$ cat src/rtl/core/file_mode_spec_parser_unit_defines.svh
// ----------------------------------------------------------------------------
// File mode spec parser assertion macros
// Assertion shorthands for the spec parser, empty when synthesized.
// ----------------------------------------------------------------------------
`ifndef FILE_MODE_SPEC_PARSER_UNIT_DEFINES_SVH
`define FILE_MODE_SPEC_PARSER_UNIT_DEFINES_SVH

`ifndef SYNTHESIS
`define FMSP_ASSERT_SAME(label, clk, rst_n, ante, cons) \
    label: assert property (@(posedge clk) disable iff (!rst_n) (ante) |-> (cons)) \
        else $error("fmsp assertion failed");
`define FMSP_ASSERT_NEXT(label, clk, rst_n, ante, cons) \
    label: assert property (@(posedge clk) disable iff (!rst_n) (ante) |=> (cons)) \
        else $error("fmsp assertion failed");
`else
`define FMSP_ASSERT_SAME(label, clk, rst_n, ante, cons)
`define FMSP_ASSERT_NEXT(label, clk, rst_n, ante, cons)
`endif

`endif

$ cat src/rtl/core/fmsp_pkg.sv
// ----------------------------------------------------------------------------
// File mode spec parser package
// Phase, operator, error and character codes, mode masks, state/result types.
// ----------------------------------------------------------------------------
package fmsp_pkg;

    typedef enum logic [2:0] {
        PH_START,
        PH_OCTAL,
        PH_CLASS,
        PH_PERM,
        PH_ERROR
    } t_phase;

    typedef enum logic [1:0] {
        OP_NONE,
        OP_ADD,
        OP_SUB,
        OP_SET
    } t_op;

    localparam logic [2:0] ERR_OK        = 3'd0;
    localparam logic [2:0] ERR_EMPTY     = 3'd1;
    localparam logic [2:0] ERR_NOT_OCTAL = 3'd2;
    localparam logic [2:0] ERR_TOO_LARGE = 3'd3;
    localparam logic [2:0] ERR_NO_OP     = 3'd4;
    localparam logic [2:0] ERR_SETUID    = 3'd5;
    localparam logic [2:0] ERR_STICKY    = 3'd6;
    localparam logic [2:0] ERR_BAD_PERM  = 3'd7;

    localparam logic [7:0] CH_NUL   = 8'h00;
    localparam logic [7:0] CH_ZERO  = "0";
    localparam logic [7:0] CH_SEVEN = "7";
    localparam logic [7:0] CH_NINE  = "9";
    localparam logic [7:0] CH_U     = "u";
    localparam logic [7:0] CH_G     = "g";
    localparam logic [7:0] CH_O     = "o";
    localparam logic [7:0] CH_A     = "a";
    localparam logic [7:0] CH_PLUS  = "+";
    localparam logic [7:0] CH_MINUS = "-";
    localparam logic [7:0] CH_EQ    = "=";
    localparam logic [7:0] CH_R     = "r";
    localparam logic [7:0] CH_W     = "w";
    localparam logic [7:0] CH_X     = "x";
    localparam logic [7:0] CH_S     = "s";
    localparam logic [7:0] CH_T     = "t";
    localparam logic [7:0] CH_COMMA = ",";

    localparam logic [8:0] MODE_USER  = 9'o700;
    localparam logic [8:0] MODE_GROUP = 9'o070;
    localparam logic [8:0] MODE_OTHER = 9'o007;
    localparam logic [8:0] MODE_ALL   = 9'o777;
    localparam logic [8:0] MODE_READ  = 9'o444;
    localparam logic [8:0] MODE_WRITE = 9'o222;
    localparam logic [8:0] MODE_EXEC  = 9'o111;

    typedef struct packed {
        t_phase     phase;
        logic [8:0] working_mode;
        logic [2:0] class_mask;
        t_op        clause_op;
        logic [2:0] perm_letters;
        logic [8:0] octal_value;
        logic       octal_too_large;
        logic [2:0] pending_error;
    } t_state;

    localparam t_state STATE_RESET = '{
        phase:           PH_START,
        working_mode:    9'd0,
        class_mask:      3'd0,
        clause_op:       OP_NONE,
        perm_letters:    3'd0,
        octal_value:     9'd0,
        octal_too_large: 1'b0,
        pending_error:   ERR_OK
    };

    typedef struct packed {
        logic       valid;
        logic [8:0] new_mode;
        logic [2:0] error_code;
    } t_result;

endpackage

$ cat src/rtl/core/fmsp_step.sv
// ----------------------------------------------------------------------------
// File mode spec parser step
// Next parser state and optional result for one spec character.
// ----------------------------------------------------------------------------
module fmsp_step (
    input  fmsp_pkg::t_state  i_state,
    input  logic [7:0]        i_character,
    input  logic [8:0]        i_current_mode,
    output fmsp_pkg::t_state  o_state,
    output fmsp_pkg::t_result o_result
);
    import fmsp_pkg::*;

    function automatic t_state fail(input t_state s, input logic [2:0] code);
        t_state r;
        r = s;
        r.pending_error = code;
        r.phase         = PH_ERROR;
        return r;
    endfunction

    function automatic t_state apply_clause(input t_state s);
        t_state     r;
        logic [8:0] who;
        logic [8:0] bits;
        r    = s;
        who  = (s.class_mask[2] ? MODE_USER  : 9'd0)
             | (s.class_mask[1] ? MODE_GROUP : 9'd0)
             | (s.class_mask[0] ? MODE_OTHER : 9'd0);
        if (who == 9'd0) begin
            who = MODE_ALL;
        end
        bits = (s.perm_letters[2] ? MODE_READ  : 9'd0)
             | (s.perm_letters[1] ? MODE_WRITE : 9'd0)
             | (s.perm_letters[0] ? MODE_EXEC  : 9'd0);
        bits = bits & who;
        unique case (s.clause_op)
            OP_ADD:  r.working_mode = s.working_mode | bits;
            OP_SUB:  r.working_mode = s.working_mode & ~bits;
            default: r.working_mode = (s.working_mode & ~who) | bits;
        endcase
        r.class_mask   = 3'd0;
        r.perm_letters = 3'd0;
        r.clause_op    = OP_NONE;
        return r;
    endfunction

    function automatic t_state class_char(input t_state s, input logic [7:0] c);
        t_state r;
        r = s;
        unique case (c)
            CH_U: r.class_mask = s.class_mask | 3'b100;
            CH_G: r.class_mask = s.class_mask | 3'b010;
            CH_O: r.class_mask = s.class_mask | 3'b001;
            CH_A: r.class_mask = 3'b111;
            CH_PLUS, CH_MINUS, CH_EQ: begin
                r.clause_op    = (c == CH_PLUS)  ? OP_ADD :
                                 (c == CH_MINUS) ? OP_SUB : OP_SET;
                r.perm_letters = 3'd0;
                r.phase        = PH_PERM;
            end
            default: r = fail(s, ERR_NO_OP);
        endcase
        return r;
    endfunction

    function automatic t_state octal_char(input t_state s, input logic [7:0] c);
        t_state r;
        r = s;
        if (c < CH_ZERO || c > CH_SEVEN) begin
            r = fail(s, ERR_NOT_OCTAL);
        end else begin
            if (s.octal_value[8:6] != 3'd0) begin
                r.octal_too_large = 1'b1;
            end
            r.octal_value = {s.octal_value[5:0], c[2:0]};
        end
        return r;
    endfunction

    function automatic t_state perm_char(input t_state s, input logic [7:0] c);
        t_state r;
        r = s;
        unique case (c)
            CH_R: r.perm_letters = s.perm_letters | 3'b100;
            CH_W: r.perm_letters = s.perm_letters | 3'b010;
            CH_X: r.perm_letters = s.perm_letters | 3'b001;
            CH_S: r = fail(s, ERR_SETUID);
            CH_T: r = fail(s, ERR_STICKY);
            CH_COMMA: begin
                r       = apply_clause(s);
                r.phase = PH_CLASS;
            end
            default: r = fail(s, ERR_BAD_PERM);
        endcase
        return r;
    endfunction

    t_state     s_start;
    t_state     s_applied;
    logic [8:0] s_mode;
    logic [2:0] s_err;

    always_comb begin
        s_start   = i_state;
        s_applied = apply_clause(i_state);
        s_mode    = 9'd0;
        s_err     = ERR_OK;
        o_state   = i_state;
        o_result  = '0;

        if (i_character == CH_NUL) begin
            unique case (i_state.phase)
                PH_START: s_err = ERR_EMPTY;
                PH_OCTAL: begin
                    if (i_state.octal_too_large) begin
                        s_err = ERR_TOO_LARGE;
                    end else begin
                        s_mode = i_state.octal_value;
                    end
                end
                PH_CLASS: s_err = ERR_NO_OP;
                PH_PERM:  s_mode = s_applied.working_mode;
                default:  s_err = i_state.pending_error;
            endcase
            o_result.valid      = 1'b1;
            o_result.new_mode   = (s_err != ERR_OK) ? 9'd0 : s_mode;
            o_result.error_code = s_err;
            o_state             = STATE_RESET;
        end else begin
            unique case (i_state.phase)
                PH_START: begin
                    if (i_character >= CH_ZERO && i_character <= CH_NINE) begin
                        s_start.phase           = PH_OCTAL;
                        s_start.octal_value     = 9'd0;
                        s_start.octal_too_large = 1'b0;
                        o_state = octal_char(s_start, i_character);
                    end else begin
                        s_start.working_mode = i_current_mode;
                        s_start.class_mask   = 3'd0;
                        s_start.phase        = PH_CLASS;
                        o_state = class_char(s_start, i_character);
                    end
                end
                PH_OCTAL: o_state = octal_char(i_state, i_character);
                PH_CLASS: o_state = class_char(i_state, i_character);
                PH_PERM:  o_state = perm_char(i_state, i_character);
                default:  o_state = i_state;
            endcase
        end
    end

endmodule

$ cat src/rtl/core/file_mode_spec_parser_unit.sv
// ----------------------------------------------------------------------------
// File mode spec parser unit
// Parses an octal or symbolic permission spec one character word at a time.
// A terminator word's result word is registered and shown the cycle after
// acceptance. Throughput: one character word per cycle, the parser state
// register the only loop; only a terminator word stalls, while a result word
// waits and i_ready is low. Reset: synchronous, active low; parser state
// returns to start of spec and any waiting result word is dropped.
// ----------------------------------------------------------------------------
`include "file_mode_spec_parser_unit_defines.svh"

module file_mode_spec_parser_unit (
    input  logic       i_clk,
    input  logic       i_rst_n,
    input  logic       i_valid,
    output logic       o_ready,
    input  logic [7:0] i_character,
    input  logic [8:0] i_current_mode,
    output logic       o_valid,
    input  logic       i_ready,
    output logic [8:0] o_new_mode,
    output logic [2:0] o_error_code
);
    import fmsp_pkg::*;

    t_state     r_state;
    t_state     n_state;
    t_result    s_result;
    logic       r_valid;
    logic       n_valid;
    logic [8:0] r_new_mode;
    logic [2:0] r_error_code;
    logic       s_accept;

    fmsp_step u_step (
        .i_state        (r_state),
        .i_character    (i_character),
        .i_current_mode (i_current_mode),
        .o_state        (n_state),
        .o_result       (s_result)
    );

    assign o_ready  = !r_valid || i_ready || (i_character != CH_NUL);
    assign s_accept = i_valid && o_ready;

    always_comb begin
        n_valid = r_valid;
        if (s_accept && s_result.valid) begin
            n_valid = 1'b1;
        end else if (i_ready) begin
            n_valid = 1'b0;
        end
    end

    always_ff @(posedge i_clk) begin
        if (!i_rst_n) begin
            r_state <= STATE_RESET;
            r_valid <= 1'b0;
        end else begin
            r_valid <= n_valid;
            if (s_accept) begin
                r_state <= n_state;
            end
        end
    end

    always_ff @(posedge i_clk) begin
        if (s_accept && s_result.valid) begin
            r_new_mode   <= s_result.new_mode;
            r_error_code <= s_result.error_code;
        end
    end

    assign o_valid      = r_valid;
    assign o_new_mode   = r_new_mode;
    assign o_error_code = r_error_code;

    `FMSP_ASSERT_NEXT(a_term_gives_result, i_clk, i_rst_n, s_accept && (i_character == CH_NUL), o_valid)
    `FMSP_ASSERT_NEXT(a_term_restarts, i_clk, i_rst_n, s_accept && (i_character == CH_NUL), r_state.phase == PH_START)
    `FMSP_ASSERT_SAME(a_error_zero_mode, i_clk, i_rst_n, o_valid && (o_error_code != ERR_OK), o_new_mode == 9'd0)
    `FMSP_ASSERT_SAME(a_error_phase_code, i_clk, i_rst_n, r_state.phase == PH_ERROR, r_state.pending_error != ERR_OK)

endmodule
$ cat config.mk
export PLATFORM = sky130hd
export DESIGN_NAME = file_mode_spec_parser_unit
export DESIGN_NICKNAME = d
export VERILOG_FILES = /design/src/rtl/core/fmsp_pkg.sv /design/src/rtl/core/fmsp_step.sv /design/src/rtl/core/file_mode_spec_parser_unit.sv
export VERILOG_INCLUDE_DIRS = /design/src /design/src/rtl/core
export SDC_FILE = /design/constraint.sdc
export NUM_CORES = 1
export LEC_CHECK = 0
export BUFFER_PORTS_ARGS = -buffer_cell sky130_fd_sc_hd__buf_2
export CORE_MARGIN = 2
export CORE_UTILIZATION = 30
export DETAILED_ROUTE_END_ITERATION = 8
export PLACE_DENSITY = 0.49
export RECOVER_POWER = 25
export SYNTH_ARGS = -nofsm -noshare
export SYNTH_HDL_FRONTEND = slang
export SYNTH_SLANG_ARGS = --single-unit
$ cat constraint.sdc
create_clock -name i_clk -period 1.95 [get_ports i_clk]
set_input_delay 0.0975 -clock i_clk [delete_from_list [all_inputs] [get_ports i_clk]]
set_output_delay 0.0975 -clock i_clk [all_outputs]
set_load 0.05 [all_outputs]
Word level (Yosys, flattened, before mapping)
Cells that the tools add are included.
Widths: inputs -> output; s select.
- flip-flop bits (word level): 46
- word-level logic and storage cells: 158
- multiplexer cells: 42
- reduce and logical (&&, ||, !) cells: 36
- order comparisons: 4
- equality and inequality tests: 42
- bitwise gates (word level): 19
- operator list (kind ; count):
    $pmux 33 s4 ; 1
    $eq 8x7->1 const B ; 9
    $mux 9 ; 8
    $mux 33 ; 2
    $or 9x9->9 ; 7
    $and 9x9->9 ; 6
    $pmux 9 s2 ; 3
    $pmux 3 s4 ; 4
    $mux 20 ; 2
    $not 9->9 ; 4
    $pmux 17 s2 ; 1
    $ne 3x2->1 const B ; 11
    $eq 8x6->1 const B ; 4
    $reduce_and 7->1 ; 4
    $reduce_and 9->1 ; 3
    $ne 4x1->1 const B ; 6
    $mux 3 ; 6
    $reduce_and 5->1 ; 3
    $mux 13 ; 1
    $pmux 3 s2 ; 2
    $mux 10 ; 1
    $logic_not 9->1 ; 1
    $ne 3x1->1 const B ; 3
    $or 9x3->9 ; 1
    other kinds (34) ; 50

Depth between registers and ports, before layout
Gate-level depths: netlist of run 1.
- depth after elaboration: 15
- mapped depth: 8
- gate-level depth less buffers: 5

Cells and area by module
A second synthesis of run 1 with hierarchy kept.
- cell total of the unflattened synthesis: 571
- area total of the unflattened synthesis: 4272.8 sq um
- modules (own cells, without submodules) (module ; seq. area each (sq um) ; cells an instance ; area an instance (sq um) ; instances):
    file_mode_spec_parser_unit ; 1041.0 ; 292 ; 2463.6 ; 1
    fmsp_step ; 0.0 ; 279 ; 1809.2 ; 1

Least setup slack after synthesis of run 1
No wires, ideal clock.
- path kind: reg2reg
- start point: register r_valid (netlist: o_valid)
- end point: register r_state[8] (netlist name)
- stages on the path, launching flop included: 7
- arrival time: 1.813 ns
- required time: 1.833 ns
- period minus slack after synthesis: 1.930 ns
- slack: 0.020 ns
- path buffers: 1
- cell sequence: dfxtp_1 nand2b_1 o31ai_4 o41a_2 a21o_1 buf_4 a32o_1
- word-level cells in the longest chain between the ends: 5
- RTL lines (element ; RTL line ; text):
    from (decl) ; file_mode_spec_parser_unit.sv:29 ; logic r_valid;
    from (signal assigned) ; file_mode_spec_parser_unit.sv:60 ; r_valid <= n_valid;
    $logic_not 1->1 ; file_mode_spec_parser_unit.sv:43 ; assign o_ready = !r_valid || i_ready || (i_character != CH_NUL);
    $logic_or 1x1->1 (2 in a row) ; file_mode_spec_parser_unit.sv:43 ;
    $logic_and 1x1->1 ; file_mode_spec_parser_unit.sv:44 ; assign s_accept = i_valid && o_ready;
    $reduce_and 4->1 (no line) ; - ;
    to (signal assigned) ; file_mode_spec_parser_unit.sv:62 ; r_state <= n_state;
    to (decl) ; file_mode_spec_parser_unit.sv:26 ; t_state r_state;
Every way passes these cells.
A chain may end at the register's enable or synchronous reset.

Final worst setup path of run 1
- start point: register r_state[32] (netlist name)
- end point: register r_state[32] (netlist name)
- word-level cells in the longest chain between the ends: 3
- elaborated cells between the ends (all ways): 11
- classes of those cells: eq/ne (6); mux (2); reduce/logical (3)
- RTL lines (element ; RTL line ; text):
    $eq 3x1->1, or another cell as far along ; fmsp_step.sv:131 ; unique case (i_state.phase)
    $ne 3x1->1 (no line), or another cell as far along ; - ;
    $reduce_and 5->1 (no line) or $mux 33 (tied branches) ; - ;
Parallel ways exist; a longest one is shown, timed or not.

==> results.cfg, run 1 <==
[floorplanning]
core.rowCount = 36
io_pins = 35
floorplan.initialDensity = 0.309
core_area_sq_mm = 0.00977
die_width_um = 104
total_die_area_sq_mm = 0.0109
chipHeight_um = 104

[worst_setup_path]
critPathLaunchType = register
path_max_fanout = 14
timing_worst_setup_path_type = register to register
r2r_start = r_state[32]$_SDFFE_PN0P_
req_time_crit_path_ps = 2190
setup.reg_to_reg.worst_slack_ps = 80
crit_arrival_ps = 2110
ff2ff_path_depth = 6
r2r-end = r_state[32]$_SDFFE_PN0P_
crit_path_end_kind = register

[finish]
syn2layout_area_growth_pct = 24.8
final_core_util = 0.386
antenna-diode-count = 0
nets_finish = 432
fillerInstances = 1012
drive_above_1_share = 0.255
stdcell_count = 545

[routing]
drt_drc_violations_left = 0
dr.pass1.iters = 4
drt_iter0_markers = 209
drt_wl_cell_um = 17.4
postRouteAntennaNets = 0
detailed_route_wl_um = 9510
avgViaCountPerCell = 5.56
num_vias = 3032

[timing]
final.setup_skew_ps = 13.3
final-hold-violation-count = 0
finalSetupViolCount = 0
max_freq_ghz = 0.536
grt_setup_unrepaired = no
period_share = 0.957
fin_hold_ws_ps = 81.2
slew_headroom = 0.606
maxSlewViolCount = 0
worst_pin_slew_ps = 593
timing.final.crit_period_ps = 1870

[clock_network]
clock-root-buffer = clkbuf_8
ctsLongestPathBuffers = 2
ctsHtreeMaxLevel = 2
cts_made_buffers = 5
numClockSinks = 46
tritoncts = done
worstSkewPairLatency_ps = 310
worst_setup_hold_path_clk_slew_ps = 100

[hold_path]
hold_path_startpoint = i_current_mode[5]
holdCritPathClass = input pin to register
min_delay_worst_endpoint = r_state[26]$_SDFFE_PN0P_
worstHoldPathCells = 3

[synthesis]
synth_cell_types = 69
ys.flop_type = dfxtp_1
syn_inst = 341
synth_area_per_cell_sq_um = 8.87
synth_fp_nets = 362
synth-edff-count = 12
share_of_synthesized_flip_flops_with_an_asynchronous_set_or_reset = 0
synth.top_cells.by_count = dfxtp_1 (34), nor2_1 (28), nand2_1 (23)
yosys.area.top_type = dfxtp_1
yosys.cell_count.top_type = dfxtp_1
seq_cells_post_synth = 46
synth_seq_area_share = 0.344
largest_cells_by_area_after_synthesis = dfxtp_1 (23%), edfxtp_1 (12%), a22oi_1 (5.0%)
yosys.area.top_type_share = 0.225
count_of_warnings_emitted_by_yosys = 0
syn-cell-area_sq_mm = 0.00302

[global_route]
global_route.usage.total = 0.177
grt_first_pass_wirelength_um = 15500
maximum_number_of_pins_on_one_net_before_global_route_repair = 19
number_of_antenna_violations_at_the_first_check_in_global_routing = 0
gr-total-overflow = 0
number_of_global_route_vias_before_repair = 2920

[flow_run]
drv_cap = 0

[pwr]
leakage_nw = 1.39
power_density_mw_per_mm2 = 543
report.power.total_mw = 2.05
peakVddDrop_mv = 0.275

[status]
status = finished clean

[placement]
dp.final_hpwl_um = 7360
placed_cells_incl_taps = 537
routabilityCongestion = 0.879
port_buffers = 34
==> placed cells by master (no fill, tap or decap), types with 5 or more instances in the layout <==
| cell | count |
|---|---|
| clkbuf_1 | 14 |
| nand2_1 | 23 |
| buf_2 | 21 |
| a31oi_1 | 7 |
| edfxtp_1 | 12 |
| nor2_1 | 28 |
| a22oi_1 | 20 |
| o2bb2ai_1 | 9 |
| a21oi_1 | 9 |
| o21ai_0 | 6 |
| and2_1 | 8 |
| buf_4 | 51 |
| dfxtp_1 | 33 |
| o211ai_1 | 11 |
| a22o_1 | 8 |
| nand2b_1 | 5 |
| a32o_1 | 8 |
| nor3_1 | 9 |
| clkbuf_8 | 5 |
| mux2i_1 | 9 |
| nor2b_1 | 7 |
| nand3_1 | 11 |
==> how the worst max path moves through the flow <==
stage | from | depth (start not counted) | slack, ps | endpoint
final | r_state[32]$_SDFFE_PN0P_ | 6 | 80 | r_state[32]$_SDFFE_PN0P_
after global routing | r_state[32]$_SDFFE_PN0P_ | 6 | 10 | r_state[32]$_SDFFE_PN0P_
after global placement | i_character[2] | 8 | -9 | r_state[7]$_SDFFE_PN0P_
after CTS | r_state[32]$_SDFFE_PN0P_ | 6 | 40 | r_state[32]$_SDFFE_PN0P_
after detailed placement | i_character[0] | 7 | 5 | r_state[2]$_SDFFE_PN0P_
after floorplan | o_valid$_SDFFE_PN0P_ | 6 | 20 | r_state[8]$_SDFFE_PN0P_
==> where the power goes <==
| group | total, mW | switching (mW) | internal [mW] |
|---|---|---|---|
| Sequential | 1.02 | 0.0182 | 0.997 |
| Combinational | 0.411 | 0.229 | 0.182 |
| Clock | 0.625 | 0.368 | 0.257 |
==> state kept, by name, summed over array words and instances, names as in the netlist <==
register      cells
r_state          33
o_new_mode        9
o_error_code      3
o_valid           1
==> cell type report <==
class | instances | area (sq um) | share of cell area
repair buffers | 89 | 581 | 0.154
clock buffers | 5 | 68.8 | 0.0182
inverters | 4 | 15.0 | 0.00398
multi-input cells | 265 | 1880 | 0.498
well taps | 133 | 166 | 0.0441
clock inverters | 3 | 23.8 | 0.00630
flip-flops and latches | 46 | 1040 | 0.276
==> per-stage QoR <==
step / area [sq um] / TNS, ps / worst slack [ps]
3_3_place_gp: 3680 / -34.8 / -8.70
3_5_place_dp: 3680 / 0 / 5.34
4_1_cts: 3770 / 0 / 36.0
5_1_grt: 3770 / 0 / 13.1
2_1_floorplan: 3020 / 0 / 19.6
6_report: 3770 / 0 / 83.6
==> worst max-delay path: stages, from the launching register on <==
cell      delay, ps
dfxtp_1         370
buf_4           210
nand2b_2        200
a31o_4          220
o22ai_1         110
or4_1           490
o22ai_1         180
==> routing by layer <==
layer	share of wire	vias to the layer above	track usage
li1	-	1486	-
met1	0.47	1458	0.242
met2	0.47	74	0.290
met3	0.043	14	0.0207
met4	0.018	0	0.0531
met5	0	-	0
==> logic make-up after synthesis <==
logic type                synth area share
DFF                                  0.344
xor gates and xnor gates           0.00869
and+or+nand+nor                      0.246
muxes                               0.0298
AOI/OAI and AO/OA                    0.326
buffers and inverters               0.0455
==> what timing repair did <==
| item | CTS | global route |
|---|---|---|
| buffers inserted | 0 | 0 |
| resized for setup | 0 | 8 |
| hold buffers | 0 | 0 |
| endpoints found under the setup margin | 0 | 27 |
Power figures use the tool's default switching activity.
==> inputs of run 2 (changes only) <==
--- a/config.mk
+++ b/config.mk
@@ -8,5 +8,5 @@
 export LEC_CHECK = 0
 export BUFFER_PORTS_ARGS = -buffer_cell sky130_fd_sc_hd__buf_2
-export CORE_MARGIN = 2
+export CORE_MARGIN = 3
 export CORE_UTILIZATION = 30
 export DETAILED_ROUTE_END_ITERATION = 8
==> constraint.sdc (replaced) <==
create_clock -name i_clk -period 1.95 [get_ports i_clk]
set_input_delay 0.2925 -clock i_clk [delete_from_list [all_inputs] [get_ports i_clk]]
set_output_delay 0.2925 -clock i_clk [all_outputs]
set_load 0.05 [all_outputs]
==> results.cfg, run 2 (same netlist as run 1, synthesis figures left out) <==
[global_route]
gr-total-overflow = 0
number_of_global_route_vias_before_repair = 3056
global_route.usage.total = 0.179
number_of_antenna_violations_at_the_first_check_in_global_routing = 0
maximum_number_of_pins_on_one_net_before_global_route_repair = 23
grt_first_pass_wirelength_um = 16200

[clock_network]
worstSkewPairLatency_ps = 310
post_cts_hold_buffer_count = 0
ctsHtreeMaxLevel = 2
clock-root-buffer = clkbuf_8
ctsLongestPathBuffers = 2
numClockSinks = 46
tritoncts = done
cts_made_buffers = 5
worst_setup_hold_path_clk_slew_ps = 100

[worst_setup_path]
timing_worst_setup_path_type = register to register
critical_path.cell_chain = nand3b_1 > or3_1 > buf_4 > or3b_2 > nor2_2 > mux2i_1
critPathLaunchType = register
r2r-end = r_state[31]$_SDFFE_PN0P_
cp.depth = 6
critical-path-max-stage-delay_ps = 480
crit_path_end_kind = register
path_max_fanout = 5
ff2ff_path_depth = 6
req_time_crit_path_ps = 2190
setup.worst_path.end = r_state[31]$_SDFFE_PN0P_
crit_arrival_ps = 2140
r2r_start = r_state[32]$_SDFFE_PN0P_
setup.reg_to_reg.worst_slack_ps = 60
timing.critical_path.max_delay_family = simple AND/OR/NAND/NOR gates
timing.critical_path.slowest_stage_cell = or3b_2
count_of_buffer_and_inverter_cells_on_the_critical_path = 1
timing.critical_path.from = r_state[32]$_SDFFE_PN0P_

[floorplanning]
total_die_area_sq_mm = 0.0113
die_width_um = 106
io_pins = 35
floorplan.initialDensity = 0.309
core.rowCount = 36
core_area_sq_mm = 0.00977
chipHeight_um = 106

[timing]
finalSetupViolCount = 0
final.setup_skew_ps = 14.4
timing.final.crit_period_ps = 1890
final-hold-violation-count = 0
worst_pin_slew_ps = 592
max_freq_ghz = 0.529
period_share = 0.970
timing.final.ws_setup_ps = 57.9
maxSlewViolCount = 0
slew_headroom = 0.607
grt_setup_unrepaired = no
setup_tns_ps = 0

[finish]
syn2layout_area_growth_pct = 35.0
multiInputGateArea_sq_mm = 0.00189
largest_register_by_flop_count = r_state
final_common_cell = buf_4
antenna-diode-count = 0
mostFrequentLayoutCells = buf_4 (88), dfxtp_1 (34), nor2_1 (27)
largest_register_ff_count = 33
drive_above_1_share = 0.320
final-seq-area_sq_mm = 0.00104
fillerInstances = 990
nets_finish = 467

[routing]
drt_drc_violations_left = 0
postRouteAntennaNets = 0
drt_wl_cell_um = 17.1
avgViaCountPerCell = 5.45
drt_iter0_markers = 199
detailed_route_wl_um = 9910
num_vias = 3159
dr.pass1.iters = 4

[hold_path]
worstHoldPathCells = 3
hold_path_startpoint = i_current_mode[5]
holdCritPathClass = input pin to register

[pwr]
peakVddDrop_mv = 0.261
power_density_mw_per_mm2 = 545
leakage_nw = 1.59

[flow_run]
drv_cap = 0

[placement]
dp_slack_ps = -213
dp.final_hpwl_um = 7780
routabilityCongestion = 1.02
port_buffers = 34

[status]
status = finished clean
## run 2: worst register-to-register path: stages, from the launching register on
cell and delay (ps):
dfxtp_1 380, nand3b_1 270, or3_1 200, buf_4 130, or3b_2 480, nor2_2 170, mux2i_1 190
## run 2: worst min-delay path by stage
| stage | endpoint | slack [ps] |
|---|---|---|
| 4_1_cts | r_state[24]$_SDFFE_PN0P_ | 270 |
| 6_report | r_state[26]$_SDFFE_PN0P_ | 280 |
| 2_1_floorplan | r_state[21]$_SDFFE_PN0P_ | 430 |
| 5_1_grt | r_state[24]$_SDFFE_PN0P_ | 290 |
| 3_3_place_gp | r_state[29]$_SDFFE_PN0P_ | 450 |
| 3_5_place_dp | r_state[23]$_SDFFE_PN0P_ | 450 |
## run 2: through the flow
step,utilization,power (mW),hold WS [ps],instances,cell area (sq um)
floorplan,-,1.28,433,341,3060
global placement,0.405,1.48,445,571,3960
detailed placement,0.405,1.48,449,571,3960
CTS,0.416,2.23,266,579,4070
global route,0.418,2.31,286,580,4080
finish,0.418,2.22,277,580,4080
## run 2: area by class of cell
cell class                      count  share of cell area
Timing Repair Buffer              124               0.209
Multi-Input combinational cell    265               0.464
Clock buffer                        5              0.0169
Tap cell                          133              0.0407
Sequential cell                    46               0.255
Clock inverter                      3              0.0107
Inverter                            4             0.00368
## run 2: repair_timing
item                       4_1_cts  5_1_grt
setup endpoints to repair        0       14
setup buffers                    0        1
gates resized for setup          0        6
## run 2: layer usage
| metal | global-route usage | share of wire | vias to the layer above |
|---|---|---|---|
| met1 | 0.254 | 0.48 | 1531 |
| met3 | 0.0206 | 0.033 | 15 |
| met2 | 0.293 | 0.47 | 54 |
| met4 | 0.0407 | 0.015 | 0 |
| met5 | 0 | 0 | - |
| li1 | - | - | 1559 |
## run 2: power breakdown
group / internal, mW / total, mW / switching (mW)
logic: 0.214 / 0.455 / 0.241
clock network: 0.385 / 0.756 / 0.370
registers: 0.996 / 1.01 / 0.0170
total: 1.60 / 2.22 / 0.629
